--- config.mk ---
export PLATFORM = sky130hd
export DESIGN_NAME = crc8_packet_deframer_top
export DESIGN_NICKNAME = d
export VERILOG_FILES = /design/src/hw/rtl/crc8pd_pkg.sv /design/src/hw/rtl/crc8_packet_deframer_top.sv /design/src/hw/rtl/crc8pd_csr.sv /design/src/hw/rtl/crc8pd_parser.sv
export SDC_FILE = /design/constraint.sdc
export NUM_CORES = 1
export LEC_CHECK = 0
export ABC_CLOCK_PERIOD_IN_PS = 4000
export BUFFER_PORTS_ARGS = -buffer_cell sky130_fd_sc_hd__buf_2
export CORE_MARGIN = 10
export CORE_UTILIZATION = 52
export CTS_CLUSTER_SIZE = 10
export DETAILED_ROUTE_END_ITERATION = 10
export GPL_ROUTABILITY_DRIVEN = 0
export PLACE_DENSITY = 0.76
export SETUP_SLACK_MARGIN = 0.1
export SLEW_MARGIN = 20
export SYNTH_ARGS = -nofsm -noshare
export SYNTH_HDL_FRONTEND = slang
export SYNTH_SLANG_ARGS = --single-unit
export TNS_END_PERCENT = 5
--- constraint.sdc ---
create_clock -name clock -period 4 [get_ports clock]
set_clock_uncertainty 0.1 [all_clocks]
set_input_delay 0 -clock clock [delete_from_list [all_inputs] [get_ports clock]]
set_output_delay 0 -clock clock [all_outputs]
set_load 0.01 [all_outputs]
--- src/hw/rtl/crc8pd_pkg.sv ---
// Shared types, constants and the CRC-8 byte update for the frame deframer.
`timescale 1ns / 1ps

package crc8pd_pkg;

   // Register map indexes (byte address is four times the index).
   localparam logic [1:0] REG_SYNC_VALUE     = 2'd0;
   localparam logic [1:0] REG_LENGTH_LIMIT   = 2'd1;
   localparam logic [1:0] REG_CRC_POLYNOMIAL = 2'd2;
   localparam logic [1:0] REG_CRC_START      = 2'd3;

   // Width of the configuration address bus.
   localparam int CSR_ADDR_WIDTH = 4;

   // Register reset values.
   localparam logic [7:0]  SYNC_VALUE_RESET     = 8'hAA;
   localparam logic [15:0] LENGTH_LIMIT_RESET   = 16'd256;
   localparam logic [7:0]  CRC_POLYNOMIAL_RESET = 8'h8C;
   localparam logic [7:0]  CRC_START_RESET      = 8'h31;

   // Parser phases; the two remaining codes drop the byte and return to hunting.
   typedef enum logic [2:0] {
      PH_HUNT    = 3'd0,
      PH_TYPE    = 3'd1,
      PH_LEN_LO  = 3'd2,
      PH_LEN_HI  = 3'd3,
      PH_PAYLOAD = 3'd4,
      PH_CRC     = 3'd5
   } phase_type;

   // Kinds of result transactions.
   typedef enum logic [1:0] {
      EV_DATA     = 2'd0,
      EV_GOOD     = 2'd1,
      EV_BAD      = 2'd2,
      EV_TOO_LONG = 2'd3
   } event_type;

   // Live configuration handed from the register block to the parser.
   typedef struct packed {
      logic [7:0]  sync_value;
      logic [15:0] length_limit;
      logic [7:0]  crc_polynomial;
      logic [7:0]  crc_start;
   } cfg_type;

   // One result item.
   typedef struct packed {
      event_type   event_kind;
      logic [7:0]  data_byte;
      logic [7:0]  packet_type;
      logic [15:0] packet_length;
      logic [7:0]  crc_received;
      logic [7:0]  crc_computed;
   } result_type;

   // MSB-first CRC-8 update over one byte, eight shift steps.
   function automatic logic [7:0] crc8_update(input logic [7:0] crc,
                                              input logic [7:0] data,
                                              input logic [7:0] poly);
      logic [7:0] c;
      c = crc ^ data;
      for (int k = 0; k < 8; k++) begin
         if (c[7]) begin
            c = {c[6:0], 1'b0} ^ poly;
         end else begin
            c = {c[6:0], 1'b0};
         end
      end
      return c;
   endfunction

endpackage

--- src/hw/rtl/crc8_packet_deframer_top.sv ---
// Sync/type/length/payload/CRC-8 deframer: input byte channel, result channel, registers.
//
// Usage: received bytes enter on the req_ channel, one per transaction. The block
// hunts for the sync byte, reads a type byte and a little-endian 16-bit length,
// streams each payload byte out as a result, and closes the frame with a good or
// CRC-mismatch result when the trailing CRC byte arrives. A length above the
// limit gives a too-long result and the block hunts again.
// Results: a result appears on rsp_ in the cycle after the byte that causes it is
// accepted. Throughput: one byte per cycle unless stalled; parser state and CRC
// byte update complete in the acceptance cycle and feed a single result register.
// Bytes that cause no result (sync, header, hunting) are consumed with no output.
// Stalls: when the receiver holds rsp_ready low with a result waiting, req_ready
// drops until that result transaction completes; otherwise bytes keep flowing.
// Reset: synchronous and active high; registers return to their defaults, the
// parser hunts for sync and the result register is emptied.
// Registers (APB-style, byte address 4*i): sync value, length limit,
// CRC polynomial, CRC start value. Write them only while the block is idle.
`timescale 1ns / 1ps

module crc8_packet_deframer_top
   import crc8pd_pkg::*;
(
   input  logic                      clock,
   input  logic                      reset,
   // Input byte channel
   input  logic                      req_valid,
   output logic                      req_ready,
   input  logic [7:0]                req_rx_byte,
   // Result channel
   output logic                      rsp_valid,
   input  logic                      rsp_ready,
   output logic [1:0]                rsp_event_kind,
   output logic [7:0]                rsp_data_byte,
   output logic [7:0]                rsp_packet_type,
   output logic [15:0]               rsp_packet_length,
   output logic [7:0]                rsp_crc_received,
   output logic [7:0]                rsp_crc_computed,
   // Configuration port
   input  logic                      csr_psel,
   input  logic                      csr_penable,
   input  logic                      csr_pwrite,
   input  logic [CSR_ADDR_WIDTH-1:0] csr_paddr,
   input  logic [31:0]               csr_pwdata,
   output logic [31:0]               csr_prdata,
   output logic                      csr_pready
);

   cfg_type    cfg;
   logic       step;
   logic       result_valid;
   result_type result;

   logic       rsp_valid_ff, rsp_valid_in;
   result_type rsp_data_ff;

   // Configuration registers.
   crc8pd_csr u_csr (
      .clock       (clock),
      .reset       (reset),
      .csr_psel    (csr_psel),
      .csr_penable (csr_penable),
      .csr_pwrite  (csr_pwrite),
      .csr_paddr   (csr_paddr),
      .csr_pwdata  (csr_pwdata),
      .csr_prdata  (csr_prdata),
      .csr_pready  (csr_pready),
      .cfg         (cfg)
   );

   // Accept a byte whenever the result register is empty or being drained.
   assign req_ready = !rsp_valid_ff || rsp_ready;
   assign step      = req_valid && req_ready;

   // Frame parser.
   crc8pd_parser u_parser (
      .clock        (clock),
      .reset        (reset),
      .step         (step),
      .rx_byte      (req_rx_byte),
      .cfg          (cfg),
      .result_valid (result_valid),
      .result       (result)
   );

   // Result register valid flag.
   always_comb begin
      rsp_valid_in = rsp_valid_ff;
      if (step) begin
         rsp_valid_in = result_valid;
      end else if (rsp_ready) begin
         rsp_valid_in = 1'b0;
      end
   end

   always_ff @(posedge clock) begin
      if (reset) begin
         rsp_valid_ff <= 1'b0;
      end else begin
         rsp_valid_ff <= rsp_valid_in;
      end
   end

   // Result register payload, loaded only with a new result.
   always_ff @(posedge clock) begin
      if (step && result_valid) begin
         rsp_data_ff <= result;
      end
   end

   assign rsp_valid         = rsp_valid_ff;
   assign rsp_event_kind    = rsp_data_ff.event_kind;
   assign rsp_data_byte     = rsp_data_ff.data_byte;
   assign rsp_packet_type   = rsp_data_ff.packet_type;
   assign rsp_packet_length = rsp_data_ff.packet_length;
   assign rsp_crc_received  = rsp_data_ff.crc_received;
   assign rsp_crc_computed  = rsp_data_ff.crc_computed;

endmodule

--- src/hw/rtl/crc8pd_csr.sv ---
// Configuration register block with an APB-style write and read port.
`timescale 1ns / 1ps

module crc8pd_csr
   import crc8pd_pkg::*;
(
   input  logic                      clock,
   input  logic                      reset,
   input  logic                      csr_psel,
   input  logic                      csr_penable,
   input  logic                      csr_pwrite,
   input  logic [CSR_ADDR_WIDTH-1:0] csr_paddr,
   input  logic [31:0]               csr_pwdata,
   output logic [31:0]               csr_prdata,
   output logic                      csr_pready,
   output cfg_type                   cfg
);

   cfg_type    cfg_ff;
   cfg_type    cfg_in;
   logic       write_en;
   logic [1:0] reg_index;

   assign csr_pready = 1'b1;
   assign reg_index  = csr_paddr[3:2];
   assign write_en   = csr_psel && csr_penable && csr_pwrite && csr_pready;

   // Next register values for a completed write transaction.
   always_comb begin
      cfg_in = cfg_ff;
      if (write_en) begin
         case (reg_index)
            REG_SYNC_VALUE:     cfg_in.sync_value     = csr_pwdata[7:0];
            REG_LENGTH_LIMIT:   cfg_in.length_limit   = csr_pwdata[15:0];
            REG_CRC_POLYNOMIAL: cfg_in.crc_polynomial = csr_pwdata[7:0];
            REG_CRC_START:      cfg_in.crc_start      = csr_pwdata[7:0];
            default:            cfg_in = cfg_ff;
         endcase
      end
   end

   // Register storage.
   always_ff @(posedge clock) begin
      if (reset) begin
         cfg_ff.sync_value     <= SYNC_VALUE_RESET;
         cfg_ff.length_limit   <= LENGTH_LIMIT_RESET;
         cfg_ff.crc_polynomial <= CRC_POLYNOMIAL_RESET;
         cfg_ff.crc_start      <= CRC_START_RESET;
      end else begin
         cfg_ff <= cfg_in;
      end
   end

   // Read data mux.
   always_comb begin
      case (reg_index)
         REG_SYNC_VALUE:     csr_prdata = {24'd0, cfg_ff.sync_value};
         REG_LENGTH_LIMIT:   csr_prdata = {16'd0, cfg_ff.length_limit};
         REG_CRC_POLYNOMIAL: csr_prdata = {24'd0, cfg_ff.crc_polynomial};
         REG_CRC_START:      csr_prdata = {24'd0, cfg_ff.crc_start};
         default:            csr_prdata = 32'd0;
      endcase
   end

   assign cfg = cfg_ff;

endmodule

--- src/hw/rtl/crc8pd_parser.sv ---
// Frame parser: phase state machine, header capture, payload count and CRC chain.
`timescale 1ns / 1ps

module crc8pd_parser
   import crc8pd_pkg::*;
(
   input  logic       clock,
   input  logic       reset,
   input  logic       step,
   input  logic [7:0] rx_byte,
   input  cfg_type    cfg,
   output logic       result_valid,
   output result_type result
);

   phase_type   phase_ff, phase_in;
   logic [7:0]  frame_type_ff, frame_type_in;
   logic [15:0] frame_length_ff, frame_length_in;
   logic [15:0] bytes_seen_ff, bytes_seen_in;
   logic [7:0]  running_crc_ff, running_crc_in;

   logic [7:0]  crc_next;
   logic [15:0] length_full;
   logic [15:0] seen_plus_one;
   logic        too_long;

   assign crc_next      = crc8_update(running_crc_ff, rx_byte, cfg.crc_polynomial);
   assign length_full   = {rx_byte, frame_length_ff[7:0]};
   assign seen_plus_one = bytes_seen_ff + 16'd1;
   assign too_long      = length_full > cfg.length_limit;

   // Next phase and frame state for the byte in this transaction.
   always_comb begin
      phase_in        = phase_ff;
      frame_type_in   = frame_type_ff;
      frame_length_in = frame_length_ff;
      bytes_seen_in   = bytes_seen_ff;
      running_crc_in  = running_crc_ff;
      case (phase_ff)
         PH_HUNT: begin
            if (rx_byte == cfg.sync_value) begin
               running_crc_in = cfg.crc_start;
               phase_in       = PH_TYPE;
            end
         end
         PH_TYPE: begin
            frame_type_in  = rx_byte;
            running_crc_in = crc_next;
            phase_in       = PH_LEN_LO;
         end
         PH_LEN_LO: begin
            frame_length_in = {8'd0, rx_byte};
            running_crc_in  = crc_next;
            phase_in        = PH_LEN_HI;
         end
         PH_LEN_HI: begin
            frame_length_in = length_full;
            running_crc_in  = crc_next;
            bytes_seen_in   = 16'd0;
            if (too_long) begin
               phase_in = PH_HUNT;
            end else if (length_full == 16'd0) begin
               phase_in = PH_CRC;
            end else begin
               phase_in = PH_PAYLOAD;
            end
         end
         PH_PAYLOAD: begin
            running_crc_in = crc_next;
            bytes_seen_in  = seen_plus_one;
            if (seen_plus_one >= frame_length_ff) begin
               phase_in = PH_CRC;
            end
         end
         PH_CRC: begin
            phase_in = PH_HUNT;
         end
         default: begin
            phase_in = PH_HUNT;
         end
      endcase
   end

   // Result item produced by the byte in this transaction.
   always_comb begin
      result_valid         = 1'b0;
      result.event_kind    = EV_DATA;
      result.data_byte     = 8'd0;
      result.packet_type   = frame_type_ff;
      result.packet_length = frame_length_ff;
      result.crc_received  = 8'd0;
      result.crc_computed  = 8'd0;
      case (phase_ff)
         PH_LEN_HI: begin
            result.packet_length = length_full;
            if (too_long) begin
               result_valid      = 1'b1;
               result.event_kind = EV_TOO_LONG;
            end
         end
         PH_PAYLOAD: begin
            result_valid      = 1'b1;
            result.event_kind = EV_DATA;
            result.data_byte  = rx_byte;
         end
         PH_CRC: begin
            result_valid        = 1'b1;
            result.event_kind   = (rx_byte == running_crc_ff) ? EV_GOOD : EV_BAD;
            result.crc_received = rx_byte;
            result.crc_computed = running_crc_ff;
         end
         default: begin
            result_valid = 1'b0;
         end
      endcase
   end

   // State registers advance only on an accepted input transaction.
   always_ff @(posedge clock) begin
      if (reset) begin
         phase_ff        <= PH_HUNT;
         frame_type_ff   <= 8'd0;
         frame_length_ff <= 16'd0;
         bytes_seen_ff   <= 16'd0;
         running_crc_ff  <= CRC_START_RESET;
      end else if (step) begin
         phase_ff        <= phase_in;
         frame_type_ff   <= frame_type_in;
         frame_length_ff <= frame_length_in;
         bytes_seen_ff   <= bytes_seen_in;
         running_crc_ff  <= running_crc_in;
      end
   end

endmodule

==> impl_metrics.env <==
export IMPL_r2r_cells=12
export IMPL_htree_levels=4
export IMPL_worstPathMaxFanout=7
export IMPL_io_pins=136
export IMPL_final_cell_count_no_fill=1296
export IMPL_drtPass1Iterations=5
export IMPL_ys_seq_area_frac=0.3955
export IMPL_fill_cells=1288
export IMPL_p_int_uw=2694
export IMPL_cap_violations=0
export IMPL_pre_cts_slack_ps=52.11
export IMPL_initial_core_util=0.5321
export IMPL_cpPeakStageDelay_ps=510
export IMPL_synth_cells=948
export IMPL_worst_path_buf_inv=1
export IMPL_violations="negative hold slack"
export IMPL_multi_input_area_sq_um=4736
export IMPL_dp_cells=1239
export IMPL_worstPathRequired_ps=4220
export IMPL_finalCriticalPeriod_ps=3802
export IMPL_path_class="reg -> reg"
export IMPL_clock_path_buffers=2
export IMPL_power_density_nw_per_um2=360.7
export IMPL_setup_ws_ps=198.4
export IMPL_synthTopCellsByCount="nand2_1, dfxtp_1, nor2_1, a21oi_1"
export IMPL_hold_ws_ps=-0.09304
export IMPL_viasPerCell=5.606
export IMPL_dieHeight_um=147.5
export IMPL_finalSetupTns_ps=0
export IMPL_max_freq_mhz=263.0
export IMPL_regArea_sq_um=3347
export IMPL_yosys_area_share_xor_xnor=0.09873
export IMPL_p_sw_uw=949.9
export IMPL_antennaDiodeCount=0
export IMPL_pwr_share_clk=0.435
export IMPL_finalCritPeriodShare=0.9504
export IMPL_antenna_found_initial=1
export IMPL_synth_mux_area_frac=0.05847
export IMPL_overflow=0
export IMPL_syn_area_sq_um=8453
export IMPL_r2r_end="u_parser.running_crc_ff[1]"
export IMPL_die_area_sq_um=21760
export IMPL_port_buffers=100
export IMPL_worst_pin_slew_ps=1130
export IMPL_nets=1151
export IMPL_hp_class="in -> reg"
export IMPL_fp_row_count=46
export IMPL_wirelength_um=22700
export IMPL_max_vdd_ir_drop_mv=0.3730
export IMPL_cts_buffers_inserted=17
export IMPL_ant_nets=0
export IMPL_finalSetupViolations=0
export IMPL_vias=7265
export IMPL_gr_usage_all_layers=0.2024
export IMPL_drc=0
export IMPL_pwr_share_comb=0.153
export IMPL_p_leak_uw=0.004119
export IMPL_synth_compound_area_frac=0.1399
export IMPL_clock_sinks=142
export IMPL_synthSimpleGateAreaFrac=0.1976
export IMPL_crit_top_cell="mux2i_1"
export IMPL_pwr_share_seq=0.411
export IMPL_status="finished, violations left"
export IMPL_utilization=0.6360
export IMPL_grt_pass1_vias=6897
export IMPL_yosysWarnings=0
export IMPL_synth_edf_count=50
export IMPL_cts_tree="yes"
export IMPL_clk_latency_ps=430
export IMPL_fp_coreArea_sq_um=15890
export IMPL_grt_max_degree=63
export IMPL_drive_gt1_frac=0.1898
export IMPL_ys_ff_latch=142
export IMPL_slew_headroom=0.2418
export IMPL_rsz0062_at_grt="true"
export IMPL_synth_cell_type_count=73
export IMPL_async_reset_ff_frac=0
export IMPL_syn_area_per_cell_sq_um=8.917
export IMPL_cts_clk_slew_worst_paths_ps=60
export IMPL_synthTopCellsByArea="dfxtp_1, edfxtp_1, nand2_1"
export IMPL_path_cells="inv_1 -> nor2_1 -> mux2i_1 -> a21oi_1 -> nor2_2 -> xor2_1 -> mux2i_1 -> mux2i_1 -> or3_4 -> and2_4 -> and3_1 -> o31a_1"
export IMPL_cp_end_kind="flop"
export IMPL_cp_start_kind="flop"
export IMPL_min_delay_path_depth=2
export IMPL_synthFlopType="dfxtp_1"
export IMPL_arrival_ps=4020
export IMPL_critPathTopFamily="simple AND/OR/NAND/NOR gates"
export IMPL_hold_viol_final=1
export IMPL_synthAdderAreaFrac=0.04885
export IMPL_drv_slew=0
export IMPL_syn_to_final_growth_pct=19.52
export IMPL_yosysMostFrequentCell="nand2_1"
export IMPL_r2r_start="u_csr.cfg[15]"
export IMPL_synth_top_family_by_area="simple AND/OR/NAND/NOR gates"
export IMPL_cts_root_buffer="clkbuf_16"
export IMPL_wl_per_cell_um=17.52
export IMPL_place_hpwl_um=15770
export IMPL_grt_pass1_wl_um=35980
export IMPL_swShare=0.2607
export IMPL_cp_slowest_cell="a21oi_1"
export IMPL_yosysTopAreaCell="dfxtp_1"
export IMPL_synth_top_area_frac=0.2179
export IMPL_die_w_um=147.5
export IMPL_drt_initial_drc_count=680
export IMPL_whs_endpoint="u_parser.phase_ff[1]"
export IMPL_rrSetupSlack_ps=200
export IMPL_hp_start="reset"
==> flip-flops by register name, indices dropped and copies added, names as in the netlist, 16 cells and up <==
register,flops
rsp_packet_length,16
u_parser.bytes_seen_ff,16
u_parser.frame_length_ff,16
u_csr.cfg,40
==> through the flow <==
step                cell area [sq um]  hold slack, ps  power [uW]
floorplan                        8509           17.86        1927
global placement                 9188           120.9        2036
detailed placement               9188           121.0        2042
CTS                             10020           2.041        3634
global route                    10100           1.898        3758
finish                          10100        -0.09304        3644
==> placed cells by master (no fill, tap or decap), types with 11 or more instances in the layout <==
cell type        n
nand2_1        125
buf_2           99
dfxtp_1         89
nor2_1          84
a21oi_1         67
edfxtp_1        50
inv_1           42
o21ai_0         37
buf_4           37
xnor2_1         34
ha_1            33
and2_1          31
xor2_1          29
mux2i_1         28
nand3_1         27
dlygate4sd3_1   22
and3_1          21
conb_1          17
clkbuf_16       17
nor3_1          14
a21o_1          11
==> cell families (layout without fill, tap and decap cells) <==
logic type	Yosys count	count (layout)
xor+xnor	78	78
other cells	2	17
flops	142	142
buf+inv	116	233
mux	39	39
simple gates	354	354
fa+ha+maj	33	33
compound gates	184	184
==> power by group through the flow <==
stage / logic, uW / clock network [uW] / registers [uW]
after floorplan: 402 / 0 / 1530
after global placement: 506 / 0 / 1530
after detailed placement: 512 / 0 / 1530
after CTS: 535 / 1600 / 1500
after global routing: 601 / 1660 / 1500
final: 558 / 1590 / 1500
==> worst register-to-register path: cells and delay by family (launching register included) <==
family                    cells  cell delay (ps)
buffers and inverters         1              180
muxes                         3              580
AOI/OAI and AO/OA             2              730
xor gates and xnor gates      1              310
DFF                           1              440
and+or+nand+nor               5             1340
==> worst max-delay path by stage <==
stage,start,endpoint,slack (ps),cells past startpoint
floorplan,u_parser.running_crc_ff[7],u_parser.running_crc_ff[1],180,13
global placement,u_parser.running_crc_ff[5],u_parser.running_crc_ff[1],130,12
detailed placement,u_parser.running_crc_ff[7],u_parser.running_crc_ff[1],50,12
CTS,u_parser.running_crc_ff[5],u_parser.running_crc_ff[1],120,12
global route,u_csr.cfg[15],u_parser.running_crc_ff[1],30,12
finish,u_csr.cfg[15],u_parser.running_crc_ff[1],200,12
==> area by class of cell <==
cell class                      instances  share of cell area
Multi-Input combinational cell        705              0.4687
Sequential cell                       142              0.3313
Timing Repair Buffer                  158             0.09833
Clock buffer                           18             0.04347
Tap cell                              216             0.02675
Inverter                               43             0.01598
Clock inverter                         14             0.01548
==> timing repair <==
item / 4_1_cts / 5_1_grt
hold endpoints to repair: 53 / 0
hold buffers: 22 / 0
setup endpoints to repair: 4 / 8
setup buffers: 0 / 3
pin swaps: 0 / 1
resized for setup: 2 / 13
==> routing by layer <==
layer	up-vias	GRT usage	wire length, um
met3	35	0.06319	2033
met4	2	0.05401	327
met1	3413	0.2722	10160
met2	310	0.3077	10170
met5	-	0	13
li1	3505	-	-
Power figures use the tool's default switching activity.
